`src/hw/rtl/scm_pkg.sv`:
```
// ----------------------------------------------------------------------------
// scm_pkg: shared types and constants for the scalar color mapper
// Fixed-point formats, register codes and the divider cell payload.
// ----------------------------------------------------------------------------
package scm_pkg;

  // fixed-point format
  localparam int FRAC_BITS = 12;
  localparam int MAX_BANDS = 256;
  localparam int ONE       = 1 << FRAC_BITS;

  // field widths
  localparam int SMP_W  = 16;
  localparam int OUT_W  = FRAC_BITS + 1;
  localparam int BAND_W = 9;
  localparam int PAL_W  = 2;
  localparam int IDX_W  = 3;
  localparam int DAT_W  = 16;

  // divider widths: band count, remainder, quotient, dividend
  localparam int NB_W = $clog2(MAX_BANDS) + 1;
  localparam int R_W  = NB_W + 1;
  localparam int Q_W  = SMP_W;
  localparam int KM_W = SMP_W + NB_W - FRAC_BITS;
  localparam int D_W  = KM_W + FRAC_BITS;
  localparam int RI_W = D_W - Q_W;

  // rainbow channel value (ten times the channel) and the divide by ten
  localparam int C_W       = $clog2(10 * ONE + 1);
  localparam int X_W       = C_W + 1;
  localparam int DIV10_MUL = 52429;
  localparam int DIV10_SH  = 19;
  localparam int M_W       = 16;
  localparam int P_W       = X_W + M_W;

  // register indexes
  typedef enum logic [IDX_W-1:0] {
    REG_SCALING  = 3'd0,
    REG_CLAMP_LO = 3'd1,
    REG_CLAMP_HI = 3'd2,
    REG_SMOOTH   = 3'd3,
    REG_BANDS    = 3'd4,
    REG_PALETTE  = 3'd5,
    REG_SLICE    = 3'd6
  } reg_idx_t;

  // palette codes
  typedef enum logic [PAL_W-1:0] {
    PAL_GRAY    = 2'd0,
    PAL_RAINBOW = 2'd1,
    PAL_RED     = 2'd2
  } pal_t;

  // payload handed from cell to cell along the divider chain
  typedef struct packed {
    logic signed [SMP_W-1:0] vs;
    logic                    neg;
    logic [R_W-1:0]          rem;
    logic [Q_W-1:0]          low;
    logic [Q_W-1:0]          quo;
  } div_t;

endpackage

```
`src/hw/rtl/scm_if.sv`:
```
// ----------------------------------------------------------------------------
// scm_if: channel interfaces of the scalar color mapper
// Sample input, color output and register write channels.
// ----------------------------------------------------------------------------
interface scm_in_if import scm_pkg::*; ();
  logic                    valid;
  logic                    ready;
  logic signed [SMP_W-1:0] sample;
  modport source (output valid, output sample, input ready);
  modport sink (input valid, input sample, output ready);
endinterface

interface scm_out_if import scm_pkg::*; ();
  logic             valid;
  logic             ready;
  logic [OUT_W-1:0] red;
  logic [OUT_W-1:0] green;
  logic [OUT_W-1:0] blue;
  logic [OUT_W-1:0] alpha;
  modport source (output valid, output red, output green, output blue, output alpha,
                  input ready);
  modport sink (input valid, input red, input green, input blue, input alpha,
                output ready);
endinterface

interface scm_cfg_if import scm_pkg::*; ();
  logic             valid;
  logic             ready;
  logic [IDX_W-1:0] index;
  logic [DAT_W-1:0] data;
  modport source (output valid, output index, output data, input ready);
  modport sink (input valid, input index, input data, output ready);
endinterface

```
`src/hw/rtl/scm_front.sv`:
```
// ----------------------------------------------------------------------------
// scm_front: window clamp and band index
// Clamps the sample unless scaling is set, then forms the truncated band
// index and loads the first remainder of the division chain.
// ----------------------------------------------------------------------------
module scm_front import scm_pkg::*; (
  input  logic                    clk,
  input  logic                    rst_n,
  input  logic                    in_valid,
  output logic                    in_ready,
  input  logic signed [SMP_W-1:0] sample,
  input  logic                    scaling,
  input  logic signed [SMP_W-1:0] clamp_lo,
  input  logic signed [SMP_W-1:0] clamp_hi,
  input  logic [NB_W-1:0]         bands,
  output logic                    dn_valid,
  input  logic                    dn_ready,
  output div_t                    dn_data
);

  logic                    v1_r, v2_r;
  logic                    rdy1, rdy2;
  logic signed [SMP_W-1:0] vc_r, vc_nxt;
  div_t                    d_r, d_nxt;
  logic [SMP_W-1:0]        mag;
  logic [SMP_W+NB_W-1:0]   prod;
  logic [KM_W-1:0]         kmag;
  logic [D_W-1:0]          dvd;

  assign rdy2     = !v2_r || dn_ready;
  assign rdy1     = !v1_r || rdy2;
  assign in_ready = rdy1;

  // clamp unless scaling is set, low bound tested first
  always_comb begin
    vc_nxt = sample;
    if (!scaling) begin
      if (sample < clamp_lo) vc_nxt = clamp_lo;
      else if (sample > clamp_hi) vc_nxt = clamp_hi;
    end
  end

  // band index magnitude, truncated toward zero, and initial remainder
  always_comb begin
    mag  = vc_r[SMP_W-1] ? SMP_W'(-vc_r) : SMP_W'(vc_r);
    prod = mag * bands;
    kmag = prod[SMP_W+NB_W-1:FRAC_BITS];
    dvd  = {kmag, {FRAC_BITS{1'b0}}};
    d_nxt.vs  = vc_r;
    d_nxt.neg = vc_r[SMP_W-1];
    d_nxt.rem = R_W'(dvd[D_W-1:Q_W]);
    d_nxt.low = dvd[Q_W-1:0];
    d_nxt.quo = '0;
  end

  always_ff @(posedge clk) begin
    if (!rst_n) begin
      v1_r <= 1'b0;
      v2_r <= 1'b0;
    end else begin
      if (rdy1) v1_r <= in_valid;
      if (rdy2) v2_r <= v1_r;
    end
  end

  // payload
  always_ff @(posedge clk) begin
    if (rdy1 && in_valid) vc_r <= vc_nxt;
    if (rdy2 && v1_r) d_r <= d_nxt;
  end

  assign dn_valid = v2_r;
  assign dn_data  = d_r;

endmodule

```
`src/hw/rtl/scm_div_cell.sv`:
```
// ----------------------------------------------------------------------------
// scm_div_cell: one restoring division step
// Shifts one dividend bit into the remainder, develops one quotient bit
// and hands the item to the next cell.
// ----------------------------------------------------------------------------
module scm_div_cell import scm_pkg::*; (
  input  logic            clk,
  input  logic            rst_n,
  input  logic [NB_W-1:0] bands,
  input  logic            up_valid,
  output logic            up_ready,
  input  div_t            up_data,
  output logic            dn_valid,
  input  logic            dn_ready,
  output div_t            dn_data
);

  logic           valid_r;
  div_t           d_r, d_nxt;
  logic [R_W-1:0] trial;
  logic           ge;

  assign up_ready = !valid_r || dn_ready;

  // trial subtract of the band count
  always_comb begin
    trial     = {up_data.rem[R_W-2:0], up_data.low[Q_W-1]};
    ge        = trial >= R_W'(bands);
    d_nxt     = up_data;
    d_nxt.rem = ge ? trial - R_W'(bands) : trial;
    d_nxt.low = {up_data.low[Q_W-2:0], 1'b0};
    d_nxt.quo = {up_data.quo[Q_W-2:0], ge};
  end

  always_ff @(posedge clk) begin
    if (!rst_n) begin
      valid_r <= 1'b0;
    end else if (up_ready) begin
      valid_r <= up_valid;
    end
  end

  always_ff @(posedge clk) begin
    if (up_ready && up_valid) d_r <= d_nxt;
  end

  assign dn_valid = valid_r;
  assign dn_data  = d_r;

endmodule

```
`src/hw/rtl/scm_color.sv`:
```
// ----------------------------------------------------------------------------
// scm_color: palette lookup
// Picks the band value, evaluates the palettes and alpha, and divides the
// rainbow channels by ten through a reciprocal multiply.
// ----------------------------------------------------------------------------
module scm_color import scm_pkg::*; (
  input  logic             clk,
  input  logic             rst_n,
  input  logic             smooth,
  input  logic             slice,
  input  logic [PAL_W-1:0] palette,
  input  logic             up_valid,
  output logic             up_ready,
  input  div_t             up_data,
  output logic             out_valid,
  input  logic             out_ready,
  output logic [OUT_W-1:0] red,
  output logic [OUT_W-1:0] green,
  output logic [OUT_W-1:0] blue,
  output logic [OUT_W-1:0] alpha
);

  localparam int V_W = SMP_W + 1;

  logic             v1_r, v2_r, v3_r;
  logic             rdy1, rdy2, rdy3;
  logic signed [V_W-1:0] qs, vfin;
  int               w5;
  logic [OUT_W-1:0] sat_nxt, sat_r, sat2_r, alpha_nxt, alpha_r, alpha2_r;
  logic [C_W-1:0]   c10_nxt [3];
  logic [C_W-1:0]   c10_r   [3];
  logic [P_W-1:0]   prod_r  [3];
  logic [OUT_W-1:0] ch      [3];
  logic [OUT_W-1:0] red_r, green_r, blue_r, alpha_out_r;
  logic [OUT_W-1:0] red_nxt, green_nxt, blue_nxt;

  // ten times one rainbow channel, limited to 0..10
  function automatic logic [C_W-1:0] chan(input int w, input int a, input int p,
                                          input int q);
    int d1, d2, c;
    d1 = w - p * ONE;
    d2 = w - q * ONE;
    if (d1 < 0) d1 = -d1;
    if (d2 < 0) d2 = -d2;
    c = a * ONE - 2 * d1 - d2;
    if (c < 0) c = 0;
    if (c > 10 * ONE) c = 10 * ONE;
    return C_W'(c);
  endfunction

  assign rdy3     = !v3_r || out_ready;
  assign rdy2     = !v2_r || rdy3;
  assign rdy1     = !v1_r || rdy2;
  assign up_ready = rdy1;

  // band value with sign restored, palette terms
  always_comb begin
    qs   = V_W'(signed'({1'b0, up_data.quo}));
    vfin = smooth ? V_W'(up_data.vs) : (up_data.neg ? -qs : qs);
    if (vfin < 0) sat_nxt = '0;
    else if (vfin > V_W'(ONE)) sat_nxt = OUT_W'(ONE);
    else sat_nxt = OUT_W'(vfin);
    alpha_nxt  = slice ? sat_nxt : OUT_W'(ONE);
    w5         = 22 * int'(vfin) + 4 * ONE;
    c10_nxt[0] = chan(w5, 30, 20, 25);
    c10_nxt[1] = chan(w5, 40, 10, 20);
    c10_nxt[2] = chan(w5, 30, 5, 10);
  end

  // divide by ten, rounding half up
  always_comb begin
    for (int i = 0; i < 3; i++) begin
      ch[i] = OUT_W'(prod_r[i] >> DIV10_SH);
    end
  end

  // palette select
  always_comb begin
    red_nxt   = '0;
    green_nxt = '0;
    blue_nxt  = '0;
    case (palette)
      PAL_GRAY: begin
        red_nxt   = sat2_r;
        green_nxt = sat2_r;
        blue_nxt  = sat2_r;
      end
      PAL_RAINBOW: begin
        red_nxt   = ch[0];
        green_nxt = ch[1];
        blue_nxt  = ch[2];
      end
      PAL_RED: begin
        red_nxt   = OUT_W'(ONE);
        green_nxt = sat2_r;
        blue_nxt  = sat2_r;
      end
      default: ;
    endcase
  end

  always_ff @(posedge clk) begin
    if (!rst_n) begin
      v1_r <= 1'b0;
      v2_r <= 1'b0;
      v3_r <= 1'b0;
    end else begin
      if (rdy1) v1_r <= up_valid;
      if (rdy2) v2_r <= v1_r;
      if (rdy3) v3_r <= v2_r;
    end
  end

  // payload
  always_ff @(posedge clk) begin
    if (rdy1 && up_valid) begin
      sat_r   <= sat_nxt;
      alpha_r <= alpha_nxt;
      c10_r   <= c10_nxt;
    end
    if (rdy2 && v1_r) begin
      sat2_r   <= sat_r;
      alpha2_r <= alpha_r;
      for (int i = 0; i < 3; i++) begin
        prod_r[i] <= (X_W'(c10_r[i]) + X_W'(5)) * M_W'(DIV10_MUL);
      end
    end
    if (rdy3 && v2_r) begin
      red_r       <= red_nxt;
      green_r     <= green_nxt;
      blue_r      <= blue_nxt;
      alpha_out_r <= alpha2_r;
    end
  end

  assign out_valid = v3_r;
  assign red       = red_r;
  assign green     = green_r;
  assign blue      = blue_r;
  assign alpha     = alpha_out_r;

endmodule

```
`src/hw/rtl/scalar_color_mapper_unit.sv`:
```
// ----------------------------------------------------------------------------
// scalar_color_mapper_unit: banded scalar to RGBA color mapper
// Two front stages, one divider cell per quotient bit, three palette
// stages. Throughput one item per cycle when the output is not stalled;
// every stage has its own valid and back-pressure. Synchronous active-low
// reset empties the pipe and loads the register reset values.
// ----------------------------------------------------------------------------
module scalar_color_mapper_unit import scm_pkg::*; (
  input logic      clk,
  input logic      rst_n,
  scm_in_if.sink   in_if,
  scm_out_if.source out_if,
  scm_cfg_if.sink  cfg_if
);

  logic                    scaling_r, smooth_r, slice_r;
  logic signed [SMP_W-1:0] clamp_lo_r, clamp_hi_r;
  logic [BAND_W-1:0]       bands_r;
  logic [PAL_W-1:0]        palette_r;
  logic [NB_W-1:0]         bands_eff;

  logic                    cv [Q_W+1];
  logic                    cr [Q_W+1];
  div_t                    cd [Q_W+1];

  // register writes
  assign cfg_if.ready = 1'b1;

  always_ff @(posedge clk) begin
    if (!rst_n) begin
      scaling_r  <= 1'b0;
      clamp_lo_r <= '0;
      clamp_hi_r <= SMP_W'(ONE);
      smooth_r   <= 1'b1;
      bands_r    <= BAND_W'(8);
      palette_r  <= PAL_RAINBOW;
      slice_r    <= 1'b0;
    end else if (cfg_if.valid) begin
      unique case (cfg_if.index)
        REG_SCALING:  scaling_r  <= cfg_if.data[0];
        REG_CLAMP_LO: clamp_lo_r <= cfg_if.data[SMP_W-1:0];
        REG_CLAMP_HI: clamp_hi_r <= cfg_if.data[SMP_W-1:0];
        REG_SMOOTH:   smooth_r   <= cfg_if.data[0];
        REG_BANDS:    bands_r    <= cfg_if.data[BAND_W-1:0];
        REG_PALETTE:  palette_r  <= cfg_if.data[PAL_W-1:0];
        REG_SLICE:    slice_r    <= cfg_if.data[0];
        default: ;
      endcase
    end
  end

  // band count limited to 1..MAX_BANDS
  always_comb begin
    if (bands_r == '0) bands_eff = NB_W'(1);
    else if (32'(bands_r) > MAX_BANDS) bands_eff = NB_W'(MAX_BANDS);
    else bands_eff = NB_W'(bands_r);
  end

  scm_front u_front (
    .clk      (clk),
    .rst_n    (rst_n),
    .in_valid (in_if.valid),
    .in_ready (in_if.ready),
    .sample   (in_if.sample),
    .scaling  (scaling_r),
    .clamp_lo (clamp_lo_r),
    .clamp_hi (clamp_hi_r),
    .bands    (bands_eff),
    .dn_valid (cv[0]),
    .dn_ready (cr[0]),
    .dn_data  (cd[0])
  );

  // division chain, one quotient bit per cell
  for (genvar i = 0; i < Q_W; i++) begin : g_cell
    scm_div_cell u_cell (
      .clk      (clk),
      .rst_n    (rst_n),
      .bands    (bands_eff),
      .up_valid (cv[i]),
      .up_ready (cr[i]),
      .up_data  (cd[i]),
      .dn_valid (cv[i+1]),
      .dn_ready (cr[i+1]),
      .dn_data  (cd[i+1])
    );
  end

  scm_color u_color (
    .clk       (clk),
    .rst_n     (rst_n),
    .smooth    (smooth_r),
    .slice     (slice_r),
    .palette   (palette_r),
    .up_valid  (cv[Q_W]),
    .up_ready  (cr[Q_W]),
    .up_data   (cd[Q_W]),
    .out_valid (out_if.valid),
    .out_ready (out_if.ready),
    .red       (out_if.red),
    .green     (out_if.green),
    .blue      (out_if.blue),
    .alpha     (out_if.alpha)
  );

  // checks
  a_chain_rem: assert property (@(posedge clk) disable iff (!rst_n)
    cv[Q_W] |-> cd[Q_W].rem < R_W'(bands_eff))
    else $error("remainder not below band count at end of chain");

  a_range: assert property (@(posedge clk) disable iff (!rst_n)
    out_if.valid |-> (out_if.red <= OUT_W'(ONE) && out_if.green <= OUT_W'(ONE)
                      && out_if.blue <= OUT_W'(ONE) && out_if.alpha <= OUT_W'(ONE)))
    else $error("color channel above one");

  a_red_pal: assert property (@(posedge clk) disable iff (!rst_n)
    (out_if.valid && palette_r == PAL_RED) |-> out_if.red == OUT_W'(ONE))
    else $error("red-white palette without full red");

  a_alpha: assert property (@(posedge clk) disable iff (!rst_n)
    (out_if.valid && !slice_r) |-> out_if.alpha == OUT_W'(ONE))
    else $error("alpha not one with slice alpha off");

  a_reset: assert property (@(posedge clk)
    !rst_n |=> (!out_if.valid && bands_r == BAND_W'(8) && smooth_r))
    else $error("reset state not loaded");

endmodule
```
`src/flat_wrapper.sv`:
```
// flat-port wrapper written by rule: the top's interface ports become plain ports
module scalar_color_mapper_unit_flat import scm_pkg::*;
  (clk, rst_n, in_if_valid, in_if_sample, in_if_ready, out_if_valid, out_if_red, out_if_green, out_if_blue, out_if_alpha, out_if_ready, cfg_if_valid, cfg_if_index, cfg_if_data, cfg_if_ready);
  scm_in_if in_if_i ();
  scm_out_if out_if_i ();
  scm_cfg_if cfg_if_i ();
  input logic clk;
  input logic rst_n;
  input wire logic [$bits(in_if_i.valid)-1:0] in_if_valid;
  input wire logic [$bits(in_if_i.sample)-1:0] in_if_sample;
  output wire logic [$bits(in_if_i.ready)-1:0] in_if_ready;
  output wire logic [$bits(out_if_i.valid)-1:0] out_if_valid;
  output wire logic [$bits(out_if_i.red)-1:0] out_if_red;
  output wire logic [$bits(out_if_i.green)-1:0] out_if_green;
  output wire logic [$bits(out_if_i.blue)-1:0] out_if_blue;
  output wire logic [$bits(out_if_i.alpha)-1:0] out_if_alpha;
  input wire logic [$bits(out_if_i.ready)-1:0] out_if_ready;
  input wire logic [$bits(cfg_if_i.valid)-1:0] cfg_if_valid;
  input wire logic [$bits(cfg_if_i.index)-1:0] cfg_if_index;
  input wire logic [$bits(cfg_if_i.data)-1:0] cfg_if_data;
  output wire logic [$bits(cfg_if_i.ready)-1:0] cfg_if_ready;
  assign in_if_i.valid = in_if_valid;
  assign in_if_i.sample = in_if_sample;
  assign in_if_ready = in_if_i.ready;
  assign out_if_valid = out_if_i.valid;
  assign out_if_red = out_if_i.red;
  assign out_if_green = out_if_i.green;
  assign out_if_blue = out_if_i.blue;
  assign out_if_alpha = out_if_i.alpha;
  assign out_if_i.ready = out_if_ready;
  assign cfg_if_i.valid = cfg_if_valid;
  assign cfg_if_i.index = cfg_if_index;
  assign cfg_if_i.data = cfg_if_data;
  assign cfg_if_ready = cfg_if_i.ready;
  scalar_color_mapper_unit u_core (.clk(clk), .rst_n(rst_n), .in_if(in_if_i), .out_if(out_if_i), .cfg_if(cfg_if_i));
endmodule
```
`config.mk`:
```
export PLATFORM = sky130hd
export DESIGN_NAME = scalar_color_mapper_unit_flat
export DESIGN_NICKNAME = d
export VERILOG_FILES = /design/src/hw/rtl/scm_pkg.sv /design/src/hw/rtl/scm_if.sv /design/src/hw/rtl/scm_front.sv /design/src/hw/rtl/scm_div_cell.sv /design/src/hw/rtl/scm_color.sv /design/src/hw/rtl/scalar_color_mapper_unit.sv /design/src/flat_wrapper.sv
export SDC_FILE = /design/constraint.sdc
export NUM_CORES = 2
export LEC_CHECK = 0
export BUFFER_PORTS_ARGS = -buffer_cell sky130_fd_sc_hd__buf_4
export CORE_MARGIN = 2
export CORE_UTILIZATION = 60
export CTS_CLUSTER_SIZE = 40
export DETAILED_ROUTE_END_ITERATION = 16
export HOLD_SLACK_MARGIN = 0.03
export PLACE_DENSITY = 0.78
export SLEW_MARGIN = 20
export SYNTH_ARGS = -nofsm -noshare
export SYNTH_HDL_FRONTEND = slang
export SYNTH_SLANG_ARGS = --single-unit
```
`constraint.sdc`:
```
create_clock -name clk -period 13.9 [get_ports clk]
set_clock_uncertainty 0.1 [all_clocks]
set_input_delay 2.085 -clock clk [delete_from_list [all_inputs] [get_ports clk]]
set_output_delay 2.085 -clock clk [all_outputs]
set_load 0.005 [all_outputs]
```
Word-level counts from Yosys, hierarchy flattened

Memories as Yosys holds them, arrays and structs flattened.
Index checks and enable logic that the tools add are counted.

Memories: 1
Register bits: 814
Memory bits (read-only): 0
Bits in latches: 0
Output and inout port bits: 55
Bits in writable memories: 99
Bits of input ports: 40
Word-level logic and storage cells: 312

Add/sub/neg operators: 35
Bitwise logic cells: 0
Muxes and demuxes: 37
Divide/modulo/power cells: 0
$lt $le $gt $ge: 31
Reductions and logical operators: 74
Shifts and indexed selects: 0
Eq/ne operators: 8
Multipliers: 5

Memories:

| memory                | depth | width | read ports | clocked after Yosys merged registers in | wr ports | RTL line        | text |
|---|---|---|---|---|---|---|---|
| u_core.u_color.prod_r | 3     | 33    | 3          | 0                                       | 3        | scm_color.sv:32 | `logic [P_W-1:0] prod_r [3];` |

Operators with widths:

| cell                                                                               | number |
|---|---|
| 32-bit 2-to-1 mux                                                                  | 6 |
| 10-bit by 9-bit >= comparator with 1-bit output                                    | 16 |
| 9-bit 2-to-1 mux                                                                   | 17 |
| 9-bit subtractor                                                                   | 15 |
| 25-bit by 1-bit less-than comparator with 1-bit output (second input constant)     | 4 |
| 17-bit by 16-bit multiplier with 33-bit output (second input constant)             | 3 |
| 32-bit by 17-bit greater-than comparator with 1-bit output (second input constant) | 3 |
| 32-bit by 1-bit less-than comparator with 1-bit output (second input constant)     | 3 |
| 25-bit negator with 32-bit output                                                  | 3 |
| 32-bit subtractor                                                                  | 3 |
| 16-bit 2-to-1 mux                                                                  | 4 |
| 18-bit by 32-bit subtractor with 32-bit output (first input constant)              | 2 |
| 13-bit one-hot mux with 2 select lines                                             | 2 |
| 16-bit by 3-bit adder with 17-bit output (second input constant)                   | 3 |
| 24-bit by 18-bit subtractor with 25-bit output (second input constant)             | 2 |
| 13-bit one-hot mux with 3 select lines                                             | 1 |
| 17-bit 2-to-1 mux                                                                  | 2 |
| 19-bit by 32-bit subtractor with 32-bit output (first input constant)              | 1 |
| 31-bit 2-to-1 mux                                                                  | 1 |
| 25-bit negator with 31-bit output                                                  | 1 |
| 13-bit 2-to-1 mux                                                                  | 2 |
| 16-bit by 9-bit multiplier with 25-bit output                                      | 1 |
| 24-bit by 16-bit subtractor with 25-bit output (second input constant)             | 1 |
| 24-bit by 17-bit subtractor with 25-bit output (second input constant)             | 1 |
| 23 further kinds                                                                   | 93 |

Logic depth before layout (Yosys ltp)

Word-level depth: 23
Gate-level depth with buffers: 46
Gate-level depth less buffers: 42

Modules after synthesis

From an unflattened synthesis, not the netlist that was laid out.

Cell total of the unflattened synthesis: 6349
Area total of the unflattened synthesis: 78594.1 µm²

By module, submodules not included:

| module                   | seq. area each (µm²) | cells an instance | instances | area an instance (µm²) |
|---|---|---|---|---|
| scm_div_cell             | 1761.7               | 138               | 16        | 2381.0 |
| scm_color                | 5705.5               | 3206              | 1         | 31293.8 |
| scm_front                | 1391.3               | 744               | 1         | 7320.8 |
| scalar_color_mapper_unit | 920.9                | 191               | 1         | 1883.1 |

Worst setup path after synthesis

No wires, ideal clock.

Path type: reg-to-reg
Start: register u_core.g_cell[15].u_cell.d_r (netlist bit u_core.g_cell[15].u_cell.dn_data[6])
End: register u_core.u_color.c10_r[20] (netlist name) (data pin)
Path buffers: 4
Arrival time: 10.122 ns
Period minus slack after synthesis: 10.381 ns
Data required time: 13.640 ns
Setup slack: 3.519 ns
Cell stages (with the launch flop): 41
Setup time: 0.160 ns
Cell sequence: edfxtp_1 > or4_4 > or3_1 > nand2_1 > xor2_1 > nor2_1 > a21oi_1 > inv_1 > ha_1 > fa_1 > ha_1 > clkbuf_1 > a21oi_1 > o21ai_1 > a221o_1 > a211oi_1 > buf_2 > ha_1 > [5 not listed] > buf_4 > nand2_1 > xor2_1 > ha_1 > ha_1 > a21o_1 > a21o_1 > a21o_1 > a21o_1 > a21o_1 > a2111oi_0 > o21ai_0 > nor2_1 > nor2_1 > or4_1 > or4_1 > clkbuf_1 > nor3b_1

Longest elaborated chain between the ends: 13
Elaborated cells between the ends (all ways): 18
Those cells by class: add/sub (8); mul (1); order compare (4); mux (5)

Ends and longest elaborated chain:

| what                                                                                                               | RTL line           | text |
|---|---|---|
| start: declaration                                                                                                 | scm_div_cell.sv:19 | `div_t d_r, d_nxt;` |
| start signal: assignment                                                                                           | scm_div_cell.sv:44 | `if (up_ready && up_valid) d_r <= d_nxt;` |
| 16-bit negator with 17-bit output                                                                                  | scm_color.sv:59    | `vfin = smooth ? V_W'(up_data.vs) : (up_data.neg ? -qs : qs);` |
| 17-bit 2-to-1 mux (*) (2 in series)                                                                                | scm_color.sv:59    |  |
| 5-bit by 17-bit multiplier with 22-bit output (*)                                                                  | scm_color.sv:64    | `w5 = 22 * int'(vfin) + 4 * ONE;` |
| 23-bit by 16-bit adder with 24-bit output (*)                                                                      | scm_color.sv:64    |  |
| 24-bit by 17-bit subtractor with 25-bit output                                                                     | scm_color.sv:41    | `d1 = w - p * ONE;` |
| 25-bit negator with 32-bit output / 25-bit by 1-bit less-than comparator with 1-bit output (equally long branches) | -                  |  |
| 32-bit 2-to-1 mux                                                                                                  | scm_color.sv:43    | `if (d1 < 0) d1 = -d1;` |
| 19-bit by 32-bit subtractor with 32-bit output                                                                     | scm_color.sv:45    | `c = a * ONE - 2 * d1 - d2;` |
| 32-bit subtractor (*)                                                                                              | scm_color.sv:45    |  |
| 32-bit by 1-bit less-than comparator with 1-bit output                                                             | scm_color.sv:46    | `if (c < 0) c = 0;` |
| 32-bit 2-to-1 mux (*)                                                                                              | scm_color.sv:46    |  |
| 32-bit by 17-bit greater-than comparator with 1-bit output                                                         | scm_color.sv:47    | `if (c > 10 * ONE) c = 10 * ONE;` |
| end signal: assignment                                                                                             | scm_color.sv:119   | `c10_r <= c10_nxt;` |
| end: declaration                                                                                                   | scm_color.sv:31    | `logic [C_W-1:0] c10_r [3];` |

Every way passes the cells marked *; elsewhere a longest branch is shown, timed or not.
A chain may end at the register's enable or synchronous reset.

Final worst setup path

Start: register u_core.g_cell[15].u_cell.d_r (netlist bit u_core.g_cell[15].u_cell.dn_data[2])
End: register u_core.u_color.c10_r[20] (netlist name) (data pin)

The elaborated chain is that of the path after synthesis.

==> flow_metrics.tcl <==
set metrics [dict create \
    run_status "complete, no violations" \
    postSynth.topFlopCell "sky130_fd_sc_hd__edfxtp_1" \
    min_path_cells 0 \
    holdWs_ns 0.307 \
    ys_async_sr_fraction_pct 0 \
    summed_instance_area_of_the_synthesized_netlist_um2 62700 \
    total_power_uw 7000 \
    nFillCells 7769 \
    clock_latency_ns 0.65 \
    drive_gt1_share_pct 5.88 \
    viasPerCell 5.85 \
    ctsRootBufferMaster "sky130_fd_sc_hd__clkbuf_16" \
    post_synth_and_or_nand_nor_area_fraction_pct 10.2 \
    drcViolationCount 0 \
    drtIter0Drc 2962 \
    maximum_fanout_along_the_worst_path 15 \
    post_synth_main_area_contributors "sky130_fd_sc_hd__edfxtp_1 37%, sky130_fd_sc_hd__ha_1 16%, sky130_fd_sc_hd__fa_1 12%" \
    rsz_0062_raised_after_global_routing "false" \
    timing.final.crit_share_pct 83.7 \
    drtPass1Iterations 6 \
    fp.coreArea_um2 104000 \
    synth_cell_type_count 91 \
    globalRouteOverflowTotal 0 \
    chipWidth_um 327 \
    worst_path_largest_cell_delay_ns 0.68 \
    largest_net_degree_at_the_start_of_global_routing 72 \
    routability_cong 0.986 \
    finalNetCount 7034 \
    critPathMostFrequentCell "sky130_fd_sc_hd__ha_1" \
    postRouteWirelength_um 142000 \
    synth_adder_area_share_pct 28.7 \
    yosys.area_share.xor_xnor_pct 6.08 \
    critPathLaunchType "flop" \
    cts_tree "yes" \
    cts_setup_buffers 0 \
    initial_antenna_violation_count 0 \
    cts_inserted_buffers 82 \
    cts_repair_resize_count 0 \
    synth.area.mux_share_pct 0.724 \
    synth_top_family_by_area "adder cells" \
    cts.reportedPaths.clkPinSlew_ns 0.07 \
    cts.sink_count 833 \
    clock_tree.htree_level_count 3 \
    grt_pass1_vias 43300 \
    setup_viol 0 \
    timing.final.max_slew_violations 0 \
    port_buffers 93 \
    detailed_place_hpwl_um 110000 \
    multi_input_area_um2 35900 \
    crit_path_end_kind "flop" \
    synth_largest_area_cell "sky130_fd_sc_hd__edfxtp_1" \
    avgRoutedWirePerCell_um 19.7 \
    power_density_nw_per_um2 103 \
    cts_max_path_buffers 3 \
    synthesis.instances 5628 \
    synth_warnings 0 \
    register_area_share_after_synthesis_pct 38.8 \
    vias 42300 \
    synth_compound_gate_area_share_pct 11.1 \
    die_area_um2 107000 \
    timing.hold.worst.class "reg -> reg" \
    num_io_pins 95 \
    slew_headroom_pct 31.1 \
    area_growth_pct 8.38 \
    n_antenna_cell 0 \
    floorplan.rows 118 \
    area.sequential_um2 24300 \
    achievable-frequency_mhz 86.0 \
    synth_seq_cells 833 \
    power_leakage_uw 0.0292 \
    max_cap_viols 0 \
    worst-endpoint-arrival_ns 12.01 \
    grt_first_pass_wirelength_um 229000 \
    synth_top_area_share_pct 36.7 \
    start_util_pct 60.5 \
    die_y_um 327 \
    ir_worst_vdd_v 0.000101 \
    route.antenna.remaining_nets 0 \
    reg2reg_depth 35 \
    number_of_synthesized_flops_with_an_enable_pin 766 \
    max_slew.worst_pin.slew_ns 1.03 \
    synthesis.area_per_instance_um2 11.1 \
    library_cell_contributing_the_largest_single_delay_on_the_critical_path "sky130_fd_sc_hd__or4_1" \
    grt_use_total_pct 26.9 \
    final_period_minus_worst_setup_slack_ns 11.63 \
    hold_viol_final 0 \
    timing_worst_setup_path_type "reg -> reg" \
    worst-endpoint-required_ns 14.28 \
    tns_ns 0 \
    cts_hold_buf 0 \
]
metrics by stage:
step           instance area (µm²)  cells  worst slack, ns  util, %
2_1_floorplan                62800   5664             3.52        -
3_3_place_gp                 65300   7081             2.52     63.0
3_5_place_dp                 65300   7081             2.38     63.0
4_1_cts                      67900   7225             2.36     65.5
5_1_grt                      68000   7227             1.37     65.6
6_report                     68000   7227             2.27     65.6
registers in the layout, indices dropped and copies added (netlist names), 2 cells and up:
| signal | count |
|---|---|
| u_core.clamp_hi_r | 16 |
| u_core.clamp_lo_r | 16 |
| u_core.u_color.c10_r | 45 |
| u_core.u_color.alpha_r | 13 |
| u_core.g_cell.u_cell.dn_valid | 16 |
| u_core.u_color.sat_r | 13 |
| u_core.u_color.blue | 13 |
| u_core.u_color.alpha2_r | 13 |
| u_core.u_color.green | 13 |
| u_core.bands_r | 9 |
| u_core.u_color.alpha | 13 |
| u_core.palette_r | 2 |
| u_core.g_cell.u_cell.dn_data | 533 |
| u_core.u_color.sat2_r | 13 |
| u_core.u_front.vc_r | 16 |
| u_core.u_color.red | 13 |
| u_core.u_color.prod_r | 39 |
| u_core.u_front.dn_data | 29 |
cell usage in the layout (no fill, tap or decap), types with 58 or more instances in the layout:
master and count:
sky130_fd_sc_hd__a21o_1 202, sky130_fd_sc_hd__a21oi_1 264, sky130_fd_sc_hd__buf_4 146, sky130_fd_sc_hd__clkbuf_16 83, sky130_fd_sc_hd__dfxtp_1 67, sky130_fd_sc_hd__edfxtp_1 766
sky130_fd_sc_hd__fa_1 384, sky130_fd_sc_hd__ha_1 823, sky130_fd_sc_hd__inv_1 610, sky130_fd_sc_hd__nand2_1 390, sky130_fd_sc_hd__nand3_1 66, sky130_fd_sc_hd__nand4_1 58
sky130_fd_sc_hd__nor2_1 357, sky130_fd_sc_hd__nor2b_1 82, sky130_fd_sc_hd__nor3_1 80, sky130_fd_sc_hd__o21ai_0 215, sky130_fd_sc_hd__xnor2_1 293, sky130_fd_sc_hd__xor2_1 135
routing by layer:
layer	routed length [µm]	share of wire [%]	vias up	track usage (%)
met5	0	0	-	0
met4	6380	4.5	0	11.2
met3	6630	4.7	319	3.35
met2	71300	50	1221	47.5
met1	58100	41	20600	33.5
li1	-	-	20100	-
path summary, 6_finish.rpt:
kind | start | end | slack (ns)
setup / recovery | u_core.g_cell[15].u_cell.dn_data[2] | u_core.u_color.c10_r[20] | 2.27
hold / removal | u_core.g_cell[5].u_cell.dn_data[45] | u_core.g_cell[6].u_cell.dn_data[45] | 0.31
setup reg to reg | u_core.g_cell[15].u_cell.dn_data[2] | u_core.u_color.c10_r[20] | 2.27
hold reg to reg | u_core.g_cell[5].u_cell.dn_data[45] | u_core.g_cell[6].u_cell.dn_data[45] | 0.31
power breakdown:
group / leakage [µW] / total (µW) / internal [µW] / switching, µW
Combinational: 0.0206 / 2090 / 821 / 1270
Sequential: 0.00744 / 2750 / 2740 / 18.0
Clock: 0.00124 / 2160 / 1190 / 967
Yosys cell counts, types with 7 or more instances:
cell / n
sky130_fd_sc_hd__ha_1: 823
sky130_fd_sc_hd__edfxtp_1: 766
sky130_fd_sc_hd__inv_1: 611
sky130_fd_sc_hd__nand2_1: 391
sky130_fd_sc_hd__fa_1: 384
sky130_fd_sc_hd__nor2_1: 357
sky130_fd_sc_hd__xnor2_1: 293
sky130_fd_sc_hd__a21oi_1: 267
sky130_fd_sc_hd__o21ai_0: 216
sky130_fd_sc_hd__a21o_1: 202
sky130_fd_sc_hd__xor2_1: 135
sky130_fd_sc_hd__nor2b_1: 97
sky130_fd_sc_hd__clkbuf_1: 91
sky130_fd_sc_hd__nor3_1: 80
sky130_fd_sc_hd__dfxtp_1: 67
sky130_fd_sc_hd__nand3_1: 66
sky130_fd_sc_hd__nand4_1: 58
sky130_fd_sc_hd__o21a_1: 56
sky130_fd_sc_hd__a21boi_0: 52
sky130_fd_sc_hd__a211oi_1: 48
sky130_fd_sc_hd__and2_1: 45
sky130_fd_sc_hd__nand2b_1: 45
sky130_fd_sc_hd__o211ai_1: 41
sky130_fd_sc_hd__o21bai_1: 40
sky130_fd_sc_hd__and3_1: 38
sky130_fd_sc_hd__mux2_2: 25
sky130_fd_sc_hd__or3_1: 25
sky130_fd_sc_hd__a31oi_1: 22
sky130_fd_sc_hd__nor3b_1: 21
sky130_fd_sc_hd__nand4b_1: 19
sky130_fd_sc_hd__o31ai_1: 17
sky130_fd_sc_hd__a211o_1: 15
sky130_fd_sc_hd__mux2i_1: 15
sky130_fd_sc_hd__nor4_1: 13
sky130_fd_sc_hd__o2111ai_1: 13
sky130_fd_sc_hd__or2_2: 10
sky130_fd_sc_hd__or4_1: 10
sky130_fd_sc_hd__and4_1: 8
sky130_fd_sc_hd__a2111oi_0: 7
sky130_fd_sc_hd__o41ai_1: 7
logic make-up (layout without fill, tap and decap cells):
family          after synthesis  in the layout
flops                       833            833
xor+xnor                    431            431
fa+ha+maj                  1207           1207
buf+inv                     721            904
other cells                   2             38
compound gates             1075           1075
mux                          41             41
simple gates               1318           1318
critical path: cells and delay by family (launching register included):
family	cells	cell delay, ns
fa+ha+maj	6	2.28
flops	1	0.44
simple gates	15	4.89
xor+xnor	2	0.67
buf+inv	3	0.54
compound gates	9	2.56
layout make-up:
type	instances	share of cell area [%]
Multi-Input combinational cell	4110	52.8
Sequential cell	833	35.8
Inverter	612	3.38
Clock buffer	105	3.18
Tap cell	1380	2.54
Timing Repair Buffer	148	1.67
Clock inverter	39	0.624
No activity file was read; power rests on OpenSTA's default activity.
